<file path="config.mk">
export PLATFORM = sky130hd
export DESIGN_NAME = byte_ring_fifo_with_line_detect_core
export DESIGN_NICKNAME = d
export VERILOG_FILES = /design/src/hdl/brfld_pkg.sv /design/src/hdl/brfld_ctrl.sv /design/src/hdl/brfld_dp.sv /design/src/hdl/byte_ring_fifo_with_line_detect_core.sv
export VERILOG_INCLUDE_DIRS = /design/src /design/src/hdl
export SDC_FILE = /design/constraint.sdc
export NUM_CORES = 2
export LEC_CHECK = 0
export ABC_CLOCK_PERIOD_IN_PS = 5100
export BUFFER_PORTS_ARGS = -buffer_cell sky130_fd_sc_hd__clkbuf_2
export CORE_MARGIN = 4
export CORE_UTILIZATION = 50
export CTS_CLUSTER_DIAMETER = 50
export DETAILED_ROUTE_END_ITERATION = 6
export GPL_ROUTABILITY_DRIVEN = 0
export HOLD_SLACK_MARGIN = 0.03
export PLACE_DENSITY_LB_ADDON = 0.08
export RECOVER_POWER = 100
export SYNTH_ARGS = -nofsm -noshare
export SYNTH_HDL_FRONTEND = slang
export SYNTH_HIERARCHICAL = 1
export SYNTH_SLANG_ARGS = --single-unit
</file>
<file path="constraint.sdc">
create_clock -name i_clk -period 5.1 [get_ports i_clk]
set_input_delay 1.02 -clock i_clk [delete_from_list [all_inputs] [get_ports i_clk]]
set_output_delay 1.02 -clock i_clk [all_outputs]
set_load 0.05 [all_outputs]
</file>
<file path="src/hdl/byte_ring_fifo_with_line_detect_core_assert.svh">
// Assertion macros shared by the FIFO modules.
// Each one expects i_clk and i_rst_n in scope.
`ifndef BYTE_RING_FIFO_WITH_LINE_DETECT_CORE_ASSERT_SVH
`define BYTE_RING_FIFO_WITH_LINE_DETECT_CORE_ASSERT_SVH

// Same-cycle implication
`define BRFLD_ASSERT_NOW(label, ante, cons, msg) \
    label: assert property (@(posedge i_clk) disable iff (!i_rst_n) (ante) |-> (cons)) \
        else $error(msg);

// Next-cycle implication
`define BRFLD_ASSERT_NEXT(label, ante, cons, msg) \
    label: assert property (@(posedge i_clk) disable iff (!i_rst_n) (ante) |=> (cons)) \
        else $error(msg);

`endif

</file>
<file path="src/hdl/brfld_pkg.sv">
`default_nettype none

package brfld_pkg;

    // Storage geometry
    localparam int DEPTH     = 256;
    localparam int ADDR_W    = (DEPTH > 1) ? $clog2(DEPTH) : 1;
    localparam int OCC_W     = $clog2(DEPTH + 1);
    localparam int MAX_BURST = 64;

    // Field widths
    localparam int CMD_W  = 2;
    localparam int BYTE_W = 8;
    localparam int LIM_W  = 7;
    localparam int STAT_W = 2;
    localparam int LEN_W  = 6;
    localparam int FILL_W = 9;
    localparam int CMP_W  = (OCC_W > LIM_W) ? OCC_W : LIM_W;

    // Command codes
    localparam logic [CMD_W-1:0] CMD_PUT  = 2'd0;
    localparam logic [CMD_W-1:0] CMD_GET  = 2'd1;
    localparam logic [CMD_W-1:0] CMD_LINE = 2'd2;
    localparam logic [CMD_W-1:0] CMD_PEEK = 2'd3;

    // Result status codes
    localparam logic [STAT_W-1:0] ST_OK    = 2'd0;
    localparam logic [STAT_W-1:0] ST_FULL  = 2'd1;
    localparam logic [STAT_W-1:0] ST_EMPTY = 2'd2;

    localparam logic [BYTE_W-1:0] NEWLINE = 8'd10;

    // Controller to datapath
    typedef struct packed {
        logic              load;       // latch the input transaction
        logic              put;        // store byte, emit put result
        logic              emit_none;  // emit a result without a byte
        logic [STAT_W-1:0] none_status;
        logic              clr_flag;   // clear line flag with emit_none
        logic              rd_issue;   // read store at current pointer
        logic              emit_byte;  // emit read data, commit pop/advance
    } t_dp_cmd;

    // Datapath to controller
    typedef struct packed {
        logic [CMD_W-1:0] cmd;
        logic             occ_zero;
        logic             flag;
        logic             lim_zero;
        logic             byte_done;
        logic             out_free;
    } t_dp_stat;

    // Circular pointer advance
    function automatic logic [ADDR_W-1:0] ptr_inc(input logic [ADDR_W-1:0] ptr);
        logic [ADDR_W-1:0] res;
        if (ptr == ADDR_W'(DEPTH - 1)) begin
            res = '0;
        end else begin
            res = ptr + ADDR_W'(1);
        end
        return res;
    endfunction

endpackage

`default_nettype wire

</file>
<file path="src/hdl/brfld_ctrl.sv">
`default_nettype none
`include "byte_ring_fifo_with_line_detect_core_assert.svh"

module brfld_ctrl (
    input  wire logic               i_clk,
    input  wire logic               i_rst_n,
    input  wire logic               i_s_tvalid,
    output logic                    o_s_tready,
    input  wire brfld_pkg::t_dp_stat i_stat,
    output brfld_pkg::t_dp_cmd      o_cmd
);
    import brfld_pkg::*;

    localparam logic [1:0] S_IDLE = 2'd0;
    localparam logic [1:0] S_EXEC = 2'd1;
    localparam logic [1:0] S_READ = 2'd2;
    localparam logic [1:0] S_EMIT = 2'd3;

    logic [1:0] r_state;
    logic [1:0] n_state;
    logic       w_accept;

    assign o_s_tready = (r_state == S_IDLE);
    assign w_accept   = o_s_tready && i_s_tvalid;

    // Next state and datapath commands
    always_comb begin
        n_state = r_state;
        o_cmd   = '0;
        case (r_state)
            S_IDLE: begin
                if (i_s_tvalid) begin
                    o_cmd.load = 1'b1;
                    n_state    = S_EXEC;
                end
            end
            S_EXEC: begin
                case (i_stat.cmd)
                    CMD_PUT: begin
                        if (i_stat.out_free) begin
                            o_cmd.put = 1'b1;
                            n_state   = S_IDLE;
                        end
                    end
                    CMD_GET: begin
                        if (!i_stat.occ_zero) begin
                            n_state = S_READ;
                        end else if (i_stat.out_free) begin
                            o_cmd.emit_none   = 1'b1;
                            o_cmd.none_status = ST_EMPTY;
                            n_state           = S_IDLE;
                        end
                    end
                    CMD_LINE: begin
                        if (i_stat.flag && !i_stat.lim_zero && !i_stat.occ_zero) begin
                            n_state = S_READ;
                        end else if (i_stat.out_free) begin
                            o_cmd.emit_none   = 1'b1;
                            o_cmd.none_status = i_stat.flag ? ST_OK : ST_EMPTY;
                            o_cmd.clr_flag    = 1'b1;
                            n_state           = S_IDLE;
                        end
                    end
                    CMD_PEEK: begin
                        if (!i_stat.occ_zero && !i_stat.lim_zero) begin
                            n_state = S_READ;
                        end else if (i_stat.out_free) begin
                            o_cmd.emit_none   = 1'b1;
                            o_cmd.none_status = i_stat.occ_zero ? ST_EMPTY : ST_OK;
                            n_state           = S_IDLE;
                        end
                    end
                    default: begin
                        n_state = S_IDLE;
                    end
                endcase
            end
            S_READ: begin
                o_cmd.rd_issue = 1'b1;
                n_state        = S_EMIT;
            end
            S_EMIT: begin
                if (i_stat.out_free) begin
                    o_cmd.emit_byte = 1'b1;
                    n_state         = i_stat.byte_done ? S_IDLE : S_READ;
                end
            end
            default: begin
                n_state = S_IDLE;
            end
        endcase
    end

    // State register
    always_ff @(posedge i_clk) begin
        if (!i_rst_n) begin
            r_state <= S_IDLE;
        end else begin
            r_state <= n_state;
        end
    end

    `BRFLD_ASSERT_NEXT(a_accept_exec, w_accept, r_state == S_EXEC, "accept did not start work")
    `BRFLD_ASSERT_NEXT(a_read_emit, r_state == S_READ, r_state == S_EMIT, "read not followed by emit")
    `BRFLD_ASSERT_NEXT(a_emit_hold, (r_state == S_EMIT) && !i_stat.out_free,
                       r_state == S_EMIT, "emit left while output blocked")

endmodule

`default_nettype wire

</file>
<file path="src/hdl/brfld_dp.sv">
`default_nettype none
`include "byte_ring_fifo_with_line_detect_core_assert.svh"

module brfld_dp (
    input  wire logic                          i_clk,
    input  wire logic                          i_rst_n,
    input  wire logic [brfld_pkg::CMD_W-1:0]   i_in_cmd,
    input  wire logic [brfld_pkg::BYTE_W-1:0]  i_in_data,
    input  wire logic [brfld_pkg::LIM_W-1:0]   i_in_limit,
    input  wire brfld_pkg::t_dp_cmd            i_cmd,
    output brfld_pkg::t_dp_stat                o_stat,
    input  wire logic                          i_m_tready,
    output logic                               o_m_tvalid,
    output logic                               o_m_tlast,
    output logic [brfld_pkg::BYTE_W-1:0]       o_out_byte,
    output logic                               o_byte_valid,
    output logic [brfld_pkg::STAT_W-1:0]       o_status,
    output logic [brfld_pkg::LEN_W-1:0]        o_line_length,
    output logic [brfld_pkg::FILL_W-1:0]       o_fill_level,
    output logic                               o_line_ready
);
    import brfld_pkg::*;

    // Byte store, no reset
    logic [BYTE_W-1:0] r_mem [DEPTH];
    logic [BYTE_W-1:0] r_rdata;

    // FIFO control state
    logic [ADDR_W-1:0] r_wptr, n_wptr;
    logic [ADDR_W-1:0] r_rptr, n_rptr;
    logic [OCC_W-1:0]  r_occ, n_occ;
    logic              r_flag, n_flag;

    // Latched transaction and burst progress
    logic [CMD_W-1:0]  r_cmd;
    logic [BYTE_W-1:0] r_data;
    logic [LIM_W-1:0]  r_lim;
    logic [LIM_W-1:0]  r_len, n_len;
    logic [ADDR_W-1:0] r_peek_ptr, n_peek_ptr;

    // Output register
    logic              r_out_valid, n_out_valid;
    logic              r_out_last, n_out_last;
    logic [BYTE_W-1:0] r_out_byte, n_out_byte;
    logic              r_out_bvalid, n_out_bvalid;
    logic [STAT_W-1:0] r_out_status, n_out_status;
    logic [LEN_W-1:0]  r_out_len, n_out_len;
    logic [FILL_W-1:0] r_out_fill, n_out_fill;
    logic              r_out_flag, n_out_flag;

    logic              w_full;
    logic              w_out_free;
    logic              w_done;
    logic [LIM_W-1:0]  w_len_inc;
    logic [LIM_W-1:0]  w_lim_sat;
    logic [LIM_W-1:0]  w_lim_new;
    logic [CMP_W-1:0]  w_lim_cmp;
    logic [CMP_W-1:0]  w_occ_cmp;
    logic              w_pop;

    assign w_full     = (r_occ == OCC_W'(DEPTH));
    assign w_out_free = !r_out_valid || i_m_tready;
    assign w_len_inc  = r_len + LIM_W'(1);
    assign w_pop      = i_cmd.emit_byte && (r_cmd != CMD_PEEK);

    // Limit for the latched command: line take count or peek count
    assign w_lim_sat = (i_in_limit > LIM_W'(MAX_BURST)) ? LIM_W'(MAX_BURST) : i_in_limit;
    assign w_lim_cmp = CMP_W'(w_lim_sat);
    assign w_occ_cmp = CMP_W'(r_occ);
    always_comb begin
        case (i_in_cmd)
            CMD_LINE: w_lim_new = (w_lim_sat != '0) ? (w_lim_sat - LIM_W'(1)) : '0;
            CMD_PEEK: w_lim_new = (w_lim_cmp > w_occ_cmp) ? LIM_W'(w_occ_cmp) : w_lim_sat;
            default:  w_lim_new = LIM_W'(1);
        endcase
    end

    // Last byte of the current burst
    always_comb begin
        case (r_cmd)
            CMD_LINE: w_done = (r_rdata == NEWLINE) || (w_len_inc >= r_lim)
                               || (r_occ == OCC_W'(1));
            CMD_PEEK: w_done = (w_len_inc == r_lim);
            default:  w_done = 1'b1;
        endcase
    end

    // Status to controller
    assign o_stat.cmd       = r_cmd;
    assign o_stat.occ_zero  = (r_occ == '0);
    assign o_stat.flag      = r_flag;
    assign o_stat.lim_zero  = (r_lim == '0);
    assign o_stat.byte_done = w_done;
    assign o_stat.out_free  = w_out_free;

    // Next values of FIFO state and output register
    always_comb begin
        n_wptr       = r_wptr;
        n_rptr       = r_rptr;
        n_occ        = r_occ;
        n_flag       = r_flag;
        n_len        = r_len;
        n_peek_ptr   = r_peek_ptr;
        n_out_valid  = r_out_valid && !i_m_tready;
        n_out_last   = r_out_last;
        n_out_byte   = r_out_byte;
        n_out_bvalid = r_out_bvalid;
        n_out_status = r_out_status;
        n_out_len    = r_out_len;
        n_out_fill   = r_out_fill;
        n_out_flag   = r_out_flag;

        if (i_cmd.load) begin
            n_len      = '0;
            n_peek_ptr = r_rptr;
        end

        if (i_cmd.put) begin
            if (!w_full) begin
                n_wptr = ptr_inc(r_wptr);
                n_occ  = r_occ + OCC_W'(1);
            end
            if (r_data == NEWLINE) begin
                n_flag = 1'b1;
            end
        end

        if (i_cmd.emit_none && i_cmd.clr_flag) begin
            n_flag = 1'b0;
        end

        if (i_cmd.emit_byte) begin
            n_len = w_len_inc;
            if (w_pop) begin
                n_rptr = ptr_inc(r_rptr);
                n_occ  = r_occ - OCC_W'(1);
                if (r_occ == OCC_W'(1)) begin
                    n_flag = 1'b0;
                end
            end else begin
                n_peek_ptr = ptr_inc(r_peek_ptr);
            end
            if ((r_cmd == CMD_LINE) && w_done) begin
                n_flag = 1'b0;
            end
        end

        // Result word
        if (i_cmd.put || i_cmd.emit_none || i_cmd.emit_byte) begin
            n_out_valid  = 1'b1;
            n_out_last   = i_cmd.emit_byte ? w_done : 1'b1;
            n_out_byte   = i_cmd.emit_byte ? r_rdata : '0;
            n_out_bvalid = i_cmd.emit_byte;
            n_out_fill   = FILL_W'(n_occ);
            n_out_flag   = n_flag;
            n_out_len    = (i_cmd.emit_byte && (r_cmd == CMD_LINE)) ? LEN_W'(w_len_inc) : '0;
            if (i_cmd.put) begin
                n_out_status = w_full ? ST_FULL : ST_OK;
            end else if (i_cmd.emit_none) begin
                n_out_status = i_cmd.none_status;
            end else begin
                n_out_status = ST_OK;
            end
        end
    end

    // Store write and registered read
    always_ff @(posedge i_clk) begin
        if (i_cmd.put && !w_full) begin
            r_mem[r_wptr] <= r_data;
        end
        if (i_cmd.rd_issue) begin
            r_rdata <= r_mem[(r_cmd == CMD_PEEK) ? r_peek_ptr : r_rptr];
        end
    end

    // Latched transaction and payload
    always_ff @(posedge i_clk) begin
        if (i_cmd.load) begin
            r_cmd  <= i_in_cmd;
            r_data <= i_in_data;
            r_lim  <= w_lim_new;
        end
        r_len        <= n_len;
        r_peek_ptr   <= n_peek_ptr;
        r_out_last   <= n_out_last;
        r_out_byte   <= n_out_byte;
        r_out_bvalid <= n_out_bvalid;
        r_out_status <= n_out_status;
        r_out_len    <= n_out_len;
        r_out_fill   <= n_out_fill;
        r_out_flag   <= n_out_flag;
    end

    // Control state
    always_ff @(posedge i_clk) begin
        if (!i_rst_n) begin
            r_wptr      <= '0;
            r_rptr      <= '0;
            r_occ       <= '0;
            r_flag      <= 1'b0;
            r_out_valid <= 1'b0;
        end else begin
            r_wptr      <= n_wptr;
            r_rptr      <= n_rptr;
            r_occ       <= n_occ;
            r_flag      <= n_flag;
            r_out_valid <= n_out_valid;
        end
    end

    assign o_m_tvalid    = r_out_valid;
    assign o_m_tlast     = r_out_last;
    assign o_out_byte    = r_out_byte;
    assign o_byte_valid  = r_out_bvalid;
    assign o_status      = r_out_status;
    assign o_line_length = r_out_len;
    assign o_fill_level  = r_out_fill;
    assign o_line_ready  = r_out_flag;

    `BRFLD_ASSERT_NOW(a_occ_range, 1'b1, r_occ <= OCC_W'(DEPTH), "occupancy above depth")
    `BRFLD_ASSERT_NOW(a_flag_occ, r_flag, r_occ != '0, "line flag set on empty FIFO")
    `BRFLD_ASSERT_NOW(a_pop_nonempty, w_pop, r_occ != '0, "pop from empty FIFO")

endmodule

`default_nettype wire

</file>
<file path="src/hdl/byte_ring_fifo_with_line_detect_core.sv">
`default_nettype none
// Byte ring FIFO with line detect.
// Slave stream: tuser[1:0] command (put, get, read line, peek); tdata[7:0] byte to
// put, tdata[14:8] limit (line buffer length or peek count, capped at 64).
// Master stream: one transaction per result; tlast marks the final result of a
// command. tuser carries byte_valid and status, tdata the byte, line length,
// fill level and line flag.
// Timing: a command is taken in the idle state, then executed. Put, and every
// command that returns no byte, writes its result to the output register as it
// executes. Commands that return bytes (get, read line, peek) pass through a
// read state and an emit state per byte, set by the registered read port of the
// 256-entry byte store; the slave side stays busy until the last byte of an item
// is emitted: a new command waits for the one before it. One item at a time.
// The slave side is ready whenever no command is in progress, even while a
// finished result waits in the output register. When the master side stalls,
// work stops before the next result and the output register holds its value.
// Reset (synchronous, active low) empties the FIFO, clears the line flag and
// drops any pending result; the store contents are not cleared and need no
// clearing pass, since only occupied entries are ever read.
module byte_ring_fifo_with_line_detect_core (
    input  wire logic        i_clk,
    input  wire logic        i_rst_n,
    input  wire logic        i_s_tvalid,
    output logic             o_s_tready,
    input  wire logic [15:0] i_s_tdata,   // data_byte[7:0], limit[14:8], zero [15]
    input  wire logic [1:0]  i_s_tuser,   // command[1:0]
    output logic             o_m_tvalid,
    input  wire logic        i_m_tready,
    output logic [23:0]      o_m_tdata,   // out_byte[7:0], line_length[13:8],
                                          // fill_level[22:14], line_ready[23]
    output logic [2:0]       o_m_tuser,   // byte_valid[0], status[2:1]
    output logic             o_m_tlast
);
    import brfld_pkg::*;

    t_dp_cmd           w_cmd;
    t_dp_stat          w_stat;
    logic [BYTE_W-1:0] w_out_byte;
    logic              w_byte_valid;
    logic [STAT_W-1:0] w_status;
    logic [LEN_W-1:0]  w_line_length;
    logic [FILL_W-1:0] w_fill_level;
    logic              w_line_ready;

    brfld_ctrl u_ctrl (
        .i_clk      (i_clk),
        .i_rst_n    (i_rst_n),
        .i_s_tvalid (i_s_tvalid),
        .o_s_tready (o_s_tready),
        .i_stat     (w_stat),
        .o_cmd      (w_cmd)
    );

    brfld_dp u_dp (
        .i_clk         (i_clk),
        .i_rst_n       (i_rst_n),
        .i_in_cmd      (i_s_tuser[CMD_W-1:0]),
        .i_in_data     (i_s_tdata[BYTE_W-1:0]),
        .i_in_limit    (i_s_tdata[BYTE_W+LIM_W-1:BYTE_W]),
        .i_cmd         (w_cmd),
        .o_stat        (w_stat),
        .i_m_tready    (i_m_tready),
        .o_m_tvalid    (o_m_tvalid),
        .o_m_tlast     (o_m_tlast),
        .o_out_byte    (w_out_byte),
        .o_byte_valid  (w_byte_valid),
        .o_status      (w_status),
        .o_line_length (w_line_length),
        .o_fill_level  (w_fill_level),
        .o_line_ready  (w_line_ready)
    );

    // Pack result fields, lowest first
    assign o_m_tdata = {w_line_ready, w_fill_level, w_line_length, w_out_byte};
    assign o_m_tuser = {w_status, w_byte_valid};

endmodule

`default_nettype wire

</file>
Word-level counts from Yosys, hierarchy flattened
Memory sizes are Yosys's and may differ from the RTL's. A register that Yosys moved wholly into a read port is not among the register bits.
Index checks and enable logic that the tools add are counted.
- flip-flop bits (word level): 89
- memory bits (writable): 2048
- bits of input ports: 22
- output and inout port bits: 30
- logic and storage cells: 134
- memories kept: 1
- memories (memory ; words ; bits a word ; rd ports ; clocked after Yosys merged registers in ; write ports ; RTL line ; source):
    u_dp.r_mem ; 256 ; 8 ; 1 ; 1 ; 1 ; brfld_dp.sv:25 ; logic [BYTE_W-1:0] r_mem [DEPTH];
- add/sub/neg operators: 7
- magnitude comparators: 3
- equal/unequal tests: 19
- muxes and demuxes: 57
- bitwise gates (word level): 1
- reductions and logical operators: 28
- operators with widths (operator ; number):
    8-bit 2-to-1 mux ; 7
    9-bit 2-to-1 mux ; 4
    7-bit 2-to-1 mux ; 5
    8-bit by 1-bit adder with 8-bit output (second input constant) ; 3
    8-bit == test (second input constant) ; 3
    2-bit 2-to-1 mux ; 11
    1-bit 2-to-1 mux ; 18
    8-bit by 4-bit == test with 1-bit output (second input constant) ; 2
    2-bit case mux with 4 select lines ; 2
    7-bit case mux with 2 select lines ; 1
    2-bit == test (second input constant) ; 6
    3-bit 2-to-1 mux ; 4
    9-bit by 1-bit adder with 9-bit output (second input constant) ; 1
    9-bit by 1-bit == test with 1-bit output (second input constant) ; 1
    9-bit == test (second input constant) ; 1
    7-bit by 9-bit greater-than comparator with 1-bit output ; 1
    1-bit logical AND ; 9
    9-bit zero test ; 1
    3-bit case mux with 3 select lines ; 1
    9-bit by 1-bit subtractor with 9-bit output (second input constant) ; 1
    4-bit 2-to-1 mux ; 2
    7-bit by 1-bit adder with 7-bit output (second input constant) ; 1
    7-bit == test ; 1
    7-bit greater-or-equal comparator ; 1
    15 further kinds ; 28

Depth between registers and ports, before layout
- depth in word-level cells: 13
- depth in mapped cells: 15
- gate-level depth less buffers: 12

Modules after synthesis
Netlist, hierarchy kept.
- by module, submodules not included (module ; instances ; cells each ; area each (um^2) ; seq. area each (um^2)):
    brfld_dp ; 1 ; 5601 ; 85054.1 ; 64001.4
    brfld_ctrl ; 1 ; 29 ; 201.4 ; 40.0
    byte_ring_fifo_with_line_detect_core ; 1 ; 2 ; 15.0 ; 0.0

Least setup slack after synthesis
OpenSTA, ideal clock, no wires.
- path kind: register -> register
- start point: register u_dp.r_data[5]
- end point: register u_dp.r_flag
- setup time: 0.115 ns
- data arrival time: 4.262 ns
- data required time: 4.985 ns
- slack: 0.723 ns
- cell stages (with the launch flop): 7
- path buffers: 0
- clock period less this slack: 4.377 ns
- cells stage by stage: edfxtp_1 > nor4_1 > nand3b_1 > nor3_1 > o22ai_1 > a221oi_1 > and2_1
- longest elaborated chain between the ends: 8
- ends and longest elaborated chain (what ; RTL line ; source):
    start, declared ; brfld_dp.sv:36 ; logic [BYTE_W-1:0] r_data;
    start signal, assigned ; brfld_dp.sv:181 ; r_data <= i_in_data;
    8-bit by 4-bit == test with 1-bit output * ; brfld_dp.sv:123 ; if (r_data == NEWLINE) begin
    1-bit 2-to-1 mux * ; brfld_dp.sv:123 ;
    1-bit 2-to-1 mux * ; brfld_dp.sv:118 ; if (i_cmd.put) begin
    1-bit 2-to-1 mux * ; brfld_dp.sv:128 ; if (i_cmd.emit_none && i_cmd.clr_flag) begin
    1-bit 2-to-1 mux ; brfld_dp.sv:137 ; if (r_occ == OCC_W'(1)) begin
    1-bit 2-to-1 mux ; brfld_dp.sv:134 ; if (w_pop) begin
    1-bit 2-to-1 mux ; brfld_dp.sv:143 ; if ((r_cmd == CMD_LINE) && w_done) begin
    1-bit 2-to-1 mux * ; brfld_dp.sv:132 ; if (i_cmd.emit_byte) begin
    via u_dp.n_flag ; brfld_dp.sv:32 ; logic r_flag, n_flag;
    end signal, assigned ; brfld_dp.sv:207 ; r_flag <= n_flag;
    end, declared ; brfld_dp.sv:32 ;
The timed path passes the listed nets; every way through them passes the cells marked *.
A chain may end at the register's enable or synchronous reset.

Worst setup path in the final report
- start point: register u_dp.r_cmd[0]
- end point: register u_dp.r_rdata[7], read port of u_dp.r_mem (data pin)
- longest elaborated chain between the ends: 2
- ends and longest elaborated chain (what ; RTL line ; source):
    start, declared ; brfld_dp.sv:35 ; logic [CMD_W-1:0] r_cmd;
    start signal, assigned ; brfld_dp.sv:180 ; r_cmd <= i_in_cmd;
    2-bit == test ; brfld_dp.sv:173 ; r_rdata <= r_mem[(r_cmd == CMD_PEEK) ? r_peek_ptr : r_rptr];
    8-bit 2-to-1 mux ; brfld_dp.sv:173 ;
    end, declared ; brfld_dp.sv:26 ; logic [BYTE_W-1:0] r_rdata;
No other way between the ends.

==> flow_summary_export.csv <==
group,metric,value,unit
setup_path,critPathKind,"reg -> reg",
synth,synth_top_family_by_area,"simple AND/OR/NAND/NOR gates",
pwr,p_per_area,380,nW/um^2
sta,fin_worst_skew,0.0324,ns
layout,nFillCells,13300,
hold_path,min_from,"i_s_tdata[3]",
synth,syn_nets,5679,
sta,max_freq,0.204,GHz
detailed_routing,wl_met2,115000,um
sta,timing.slew.headroom,-1.93,
hold_path,hold_path_class,"in -> reg",
synth,synth_edf_count,2108,
clock_tree,numCtsBuffers,220,
synth,postSynthRegisterBits,2145,
sta,holdWs,0.355,ns
pwr,p_leak,30.9,nW
run,max_cap_violations,16,
placed_design,portBuffers,50,
die,rows,151,
setup_path,slowest_stage,"and2_4",
synth,synth_area_per_cell,15.1,um^2
layout,synthToLayoutAreaGrowth,12.3,%
die,dieArea,177000,um^2
placed_design,hpwlAfterDp,152000,um
detailed_routing,dr.pass1.iters,6,
clock_tree,clock_latency,0.85,ns
clock_tree,cts_tree,"built",
setup_path,crit_family,"simple AND/OR/NAND/NOR gates",
clock_tree,post_cts_buffers,0,
setup_path,worstReg2RegStart,"u_dp/r_cmd[0]",
setup_path,crit_path_max_incr_delay,0.65,ns
clock_tree,clk_path_buf_depth,3,
detailed_routing,drt_first_iter_violations,6356,
hold_path,hold-path-cell-count,1,
clock_tree,cts_resized,0,
detailed_routing,drc_errors,0,
synth,synth_xor_area_frac,0.00247,
die,die_x,421,um
setup_path,crit_buf_inv,4,
clock_tree,hold_buffers,0,
detailed_routing,drt_wl_total,247000,um
sta,rsz0062_at_grt,"no",
die,die_h,421,um
synth,synth.area.mux_share,0.0561,
grt,grt_pass1_vias,49200,
layout,drive_above_1_share,0.114,
setup_path,crit_path_max_fanout,29,
setup_path,crit_required,5.63,ns
detailed_routing,wl_per_cell,30.2,um
hold_path,min_to,"u_dp/r_data[3]",
sta,hold_viol,0,
synth,synthSimpleGateAreaFrac,0.0959,
synth,ys_types,82,
grt,grt_max_degree,208,
detailed_routing,dr_wl_met3,21000,um
setup_path,path_common_cell,"buf_4",
synth,synth_flop_cell,"edfxtp_1",
synth,syn-instance-count,5632,
pwr,power,36.4,mW
die,core-area,169000,um^2
sta,final-setup-viol-count,0,
grt,antenna_found_initial,9,
synth,ys_seq_area_frac,0.751,
status,violations,"capacitance limit, slew limit",
sta,setup-tns-final,0,ns
clock_tree,clock-root-buffer,"clkbuf_16",
status,outcome,"complete, but fails checks",
sta,period_minus_slack,4.90,ns
setup_path,cp-start-kind,"flip-flop",
detailed_routing,top_layer,"met5",
detailed_routing,drt-vias-per-instance,6.23,
detailed_routing,dr_total_vias,51000,
layout,nets,5845,
clock_tree,htree_levels,4,
die,io_pins,52,
setup_path,rr_endpoint,"u_dp/r_rdata[7]",
grt,grt_usage,0.275,
grt,overflow,0,
synth,synth_compound_area_frac,0.0699,
pwr,ir_drop,0.306,mV
clock_tree,cts.clk_slew.worst_paths,0.06,ns
setup_path,path_cells,"buf_4, a21bo_4, and2_4, buf_6, buf_4, mux4_2, a22oi_1, a21oi_1, buf_4, nor3_1, a221oi_1",
setup_path,arrival,5.43,ns
sta,fin_crit_sh,0.961,
setup_path,end_kind,"flip-flop",
grt,grt_pass1_wl,355000,um
layout,antennaDiodeCount,0,
clock_tree,cts_num_sinks,2145,
die,start_util,0.503,
detailed_routing,antenna_left,0,
synth,ys_async_sr_fraction,0,
synth,ys_warn_count,6,
setup_path,r2r_slack,0.20,ns
detailed_routing,wl_met1,103000,um
synth,netlist_area,85300,um^2
sta,tightest_slew,4.40,ns
sta,maxSlewViolCount,1682,
synth,synthAdderAreaFrac,0.00367,
setup_path,ff2ff_path_depth,11,
-- area by class of cell --
type,count,area [um^2],area share
Multi-Input combinational cell,3085,19600,0.205
Timing Repair Buffer,311,2310,0.0242
Tap cell,2218,2780,0.0290
Clock buffer,271,5800,0.0606
Clock inverter,126,1070,0.0112
Sequential cell,2145,64000,0.669
Inverter,35,131,0.00137
-- Yosys cell counts (10+ instances only) --
cell | number | area, um^2
edfxtp_1 | 2108 | 63300
nand2_1 | 995 | 3730
nor2_1 | 329 | 1230
nand3_1 | 257 | 1290
a21oi_1 | 199 | 996
mux2i_1 | 179 | 1790
buf_2 | 149 | 746
clkbuf_1 | 148 | 556
mux4_2 | 130 | 2930
a32oi_1 | 114 | 998
a31oi_1 | 110 | 688
a211oi_1 | 88 | 661
and3_1 | 74 | 463
a22oi_1 | 72 | 541
and2_1 | 60 | 375
nand4_1 | 55 | 344
buf_1 | 51 | 191
o21ai_0 | 46 | 230
a211o_1 | 39 | 342
dfxtp_1 | 37 | 741
inv_1 | 35 | 131
a221oi_1 | 26 | 228
ha_1 | 25 | 313
a222oi_1 | 18 | 180
nor2b_1 | 17 | 106
nor3_1 | 17 | 85.1
buf_4 | 16 | 120
nor4_1 | 15 | 93.8
xnor2_1 | 13 | 114
nand2b_1 | 12 | 75.1
xor2_1 | 11 | 96.3
a22o_1 | 10 | 87.6
o22ai_1 | 10 | 62.6
-- metal layers --
metal | GRT usage | vias up
li1 | - | 22100
met1 | 0.394 | 26200
met2 | 0.426 | 2352
met3 | 0.0532 | 436
met4 | 0.0936 | 2
met5 | 0 | -
-- sequential cells by signal, indices dropped and copies added, names as in the netlist, 2 cells and up --
signal / flops
u_dp/o_line_length: 6
u_dp/r_rdata: 8
u_dp/r_len: 7
u_dp/r_data: 8
u_dp/r_peek_ptr: 8
u_dp/r_rptr: 8
u_dp/r_lim: 7
u_dp/o_out_byte: 8
u_dp/r_cmd: 2
u_dp/r_mem: 2048
u_dp/o_fill_level: 9
u_ctrl/r_state: 2
u_dp/r_occ: 9
u_dp/o_status: 2
u_dp/r_wptr: 8
-- worst max-delay path by stage --
stage,from,cells past startpoint,end
floorplan,u_dp/r_data[5],6,u_dp/r_flag
global placement,i_m_tready,10,u_dp/r_mem[23][0]
detailed placement,i_m_tready,10,u_dp/r_mem[23][0]
CTS,u_dp/r_cmd[0],11,u_dp/r_rdata[3]
global route,u_dp/r_cmd[1],10,u_dp/r_mem[196][6]
finish,u_dp/r_cmd[0],11,u_dp/r_rdata[7]
-- placed cells by master, fill, tap and decap left out, types with 57 or more instances in the layout --
| master | netlist | routed |
|---|---|---|
| nand3_1 | 257 | 256 |
| and3_1 | 74 | 74 |
| a32oi_1 | 114 | 114 |
| a211oi_1 | 88 | 88 |
| a21oi_1 | 199 | 199 |
| clkbuf_1 | 148 | 144 |
| a31oi_1 | 110 | 110 |
| mux4_2 | 130 | 130 |
| a22oi_1 | 72 | 71 |
| clkbuf_16 | 0 | 224 |
| mux2i_1 | 179 | 178 |
| edfxtp_1 | 2108 | 2108 |
| nor2_1 | 329 | 323 |
| nand2_1 | 995 | 986 |
| clkinv_1 | 0 | 57 |
| buf_4 | 16 | 142 |
-- worst reg2reg max path: stages, from the launching register on --
cell      delay, ns
edfxtp_1       0.62
buf_4          0.29
a21bo_4        0.24
and2_4         0.65
buf_6          0.42
buf_4          0.26
mux4_2         0.53
a22oi_1        0.34
a21oi_1        0.13
buf_4          0.18
nor3_1         0.61
a221oi_1       0.33
-- cells by family (layout without fill, tap and decap cells) --
| family | Yosys count | after routing |
|---|---|---|
| other cells | 1 | 1 |
| flops | 2145 | 2145 |
| mux | 315 | 315 |
| simple gates | 1881 | 1881 |
| fa+ha+maj | 25 | 25 |
| xor+xnor | 24 | 24 |
| buf+inv | 402 | 743 |
| compound gates | 839 | 839 |
-- metrics by stage --
| step | cell area (um^2) | util | instances | setup slack [ns] |
|---|---|---|---|---|
| 4_1_cts | 96200 | 0.568 | 8191 | 0.427 |
| 6_report | 95700 | 0.565 | 8191 | 0.200 |
| 3_3_place_gp | 89300 | 0.527 | 7794 | 0.374 |
| 2_1_floorplan | 85300 | - | 5632 | 0.723 |
| 5_1_grt | 95700 | 0.565 | 8191 | 0.112 |
| 3_5_place_dp | 89300 | 0.527 | 7794 | 0.366 |
-- power breakdown --
part           internal [mW]  switching (mW)
registers               19.5          0.0334
logic                  0.291            1.06
clock network           8.75            6.68
Power figures use the tool's default switching activity.
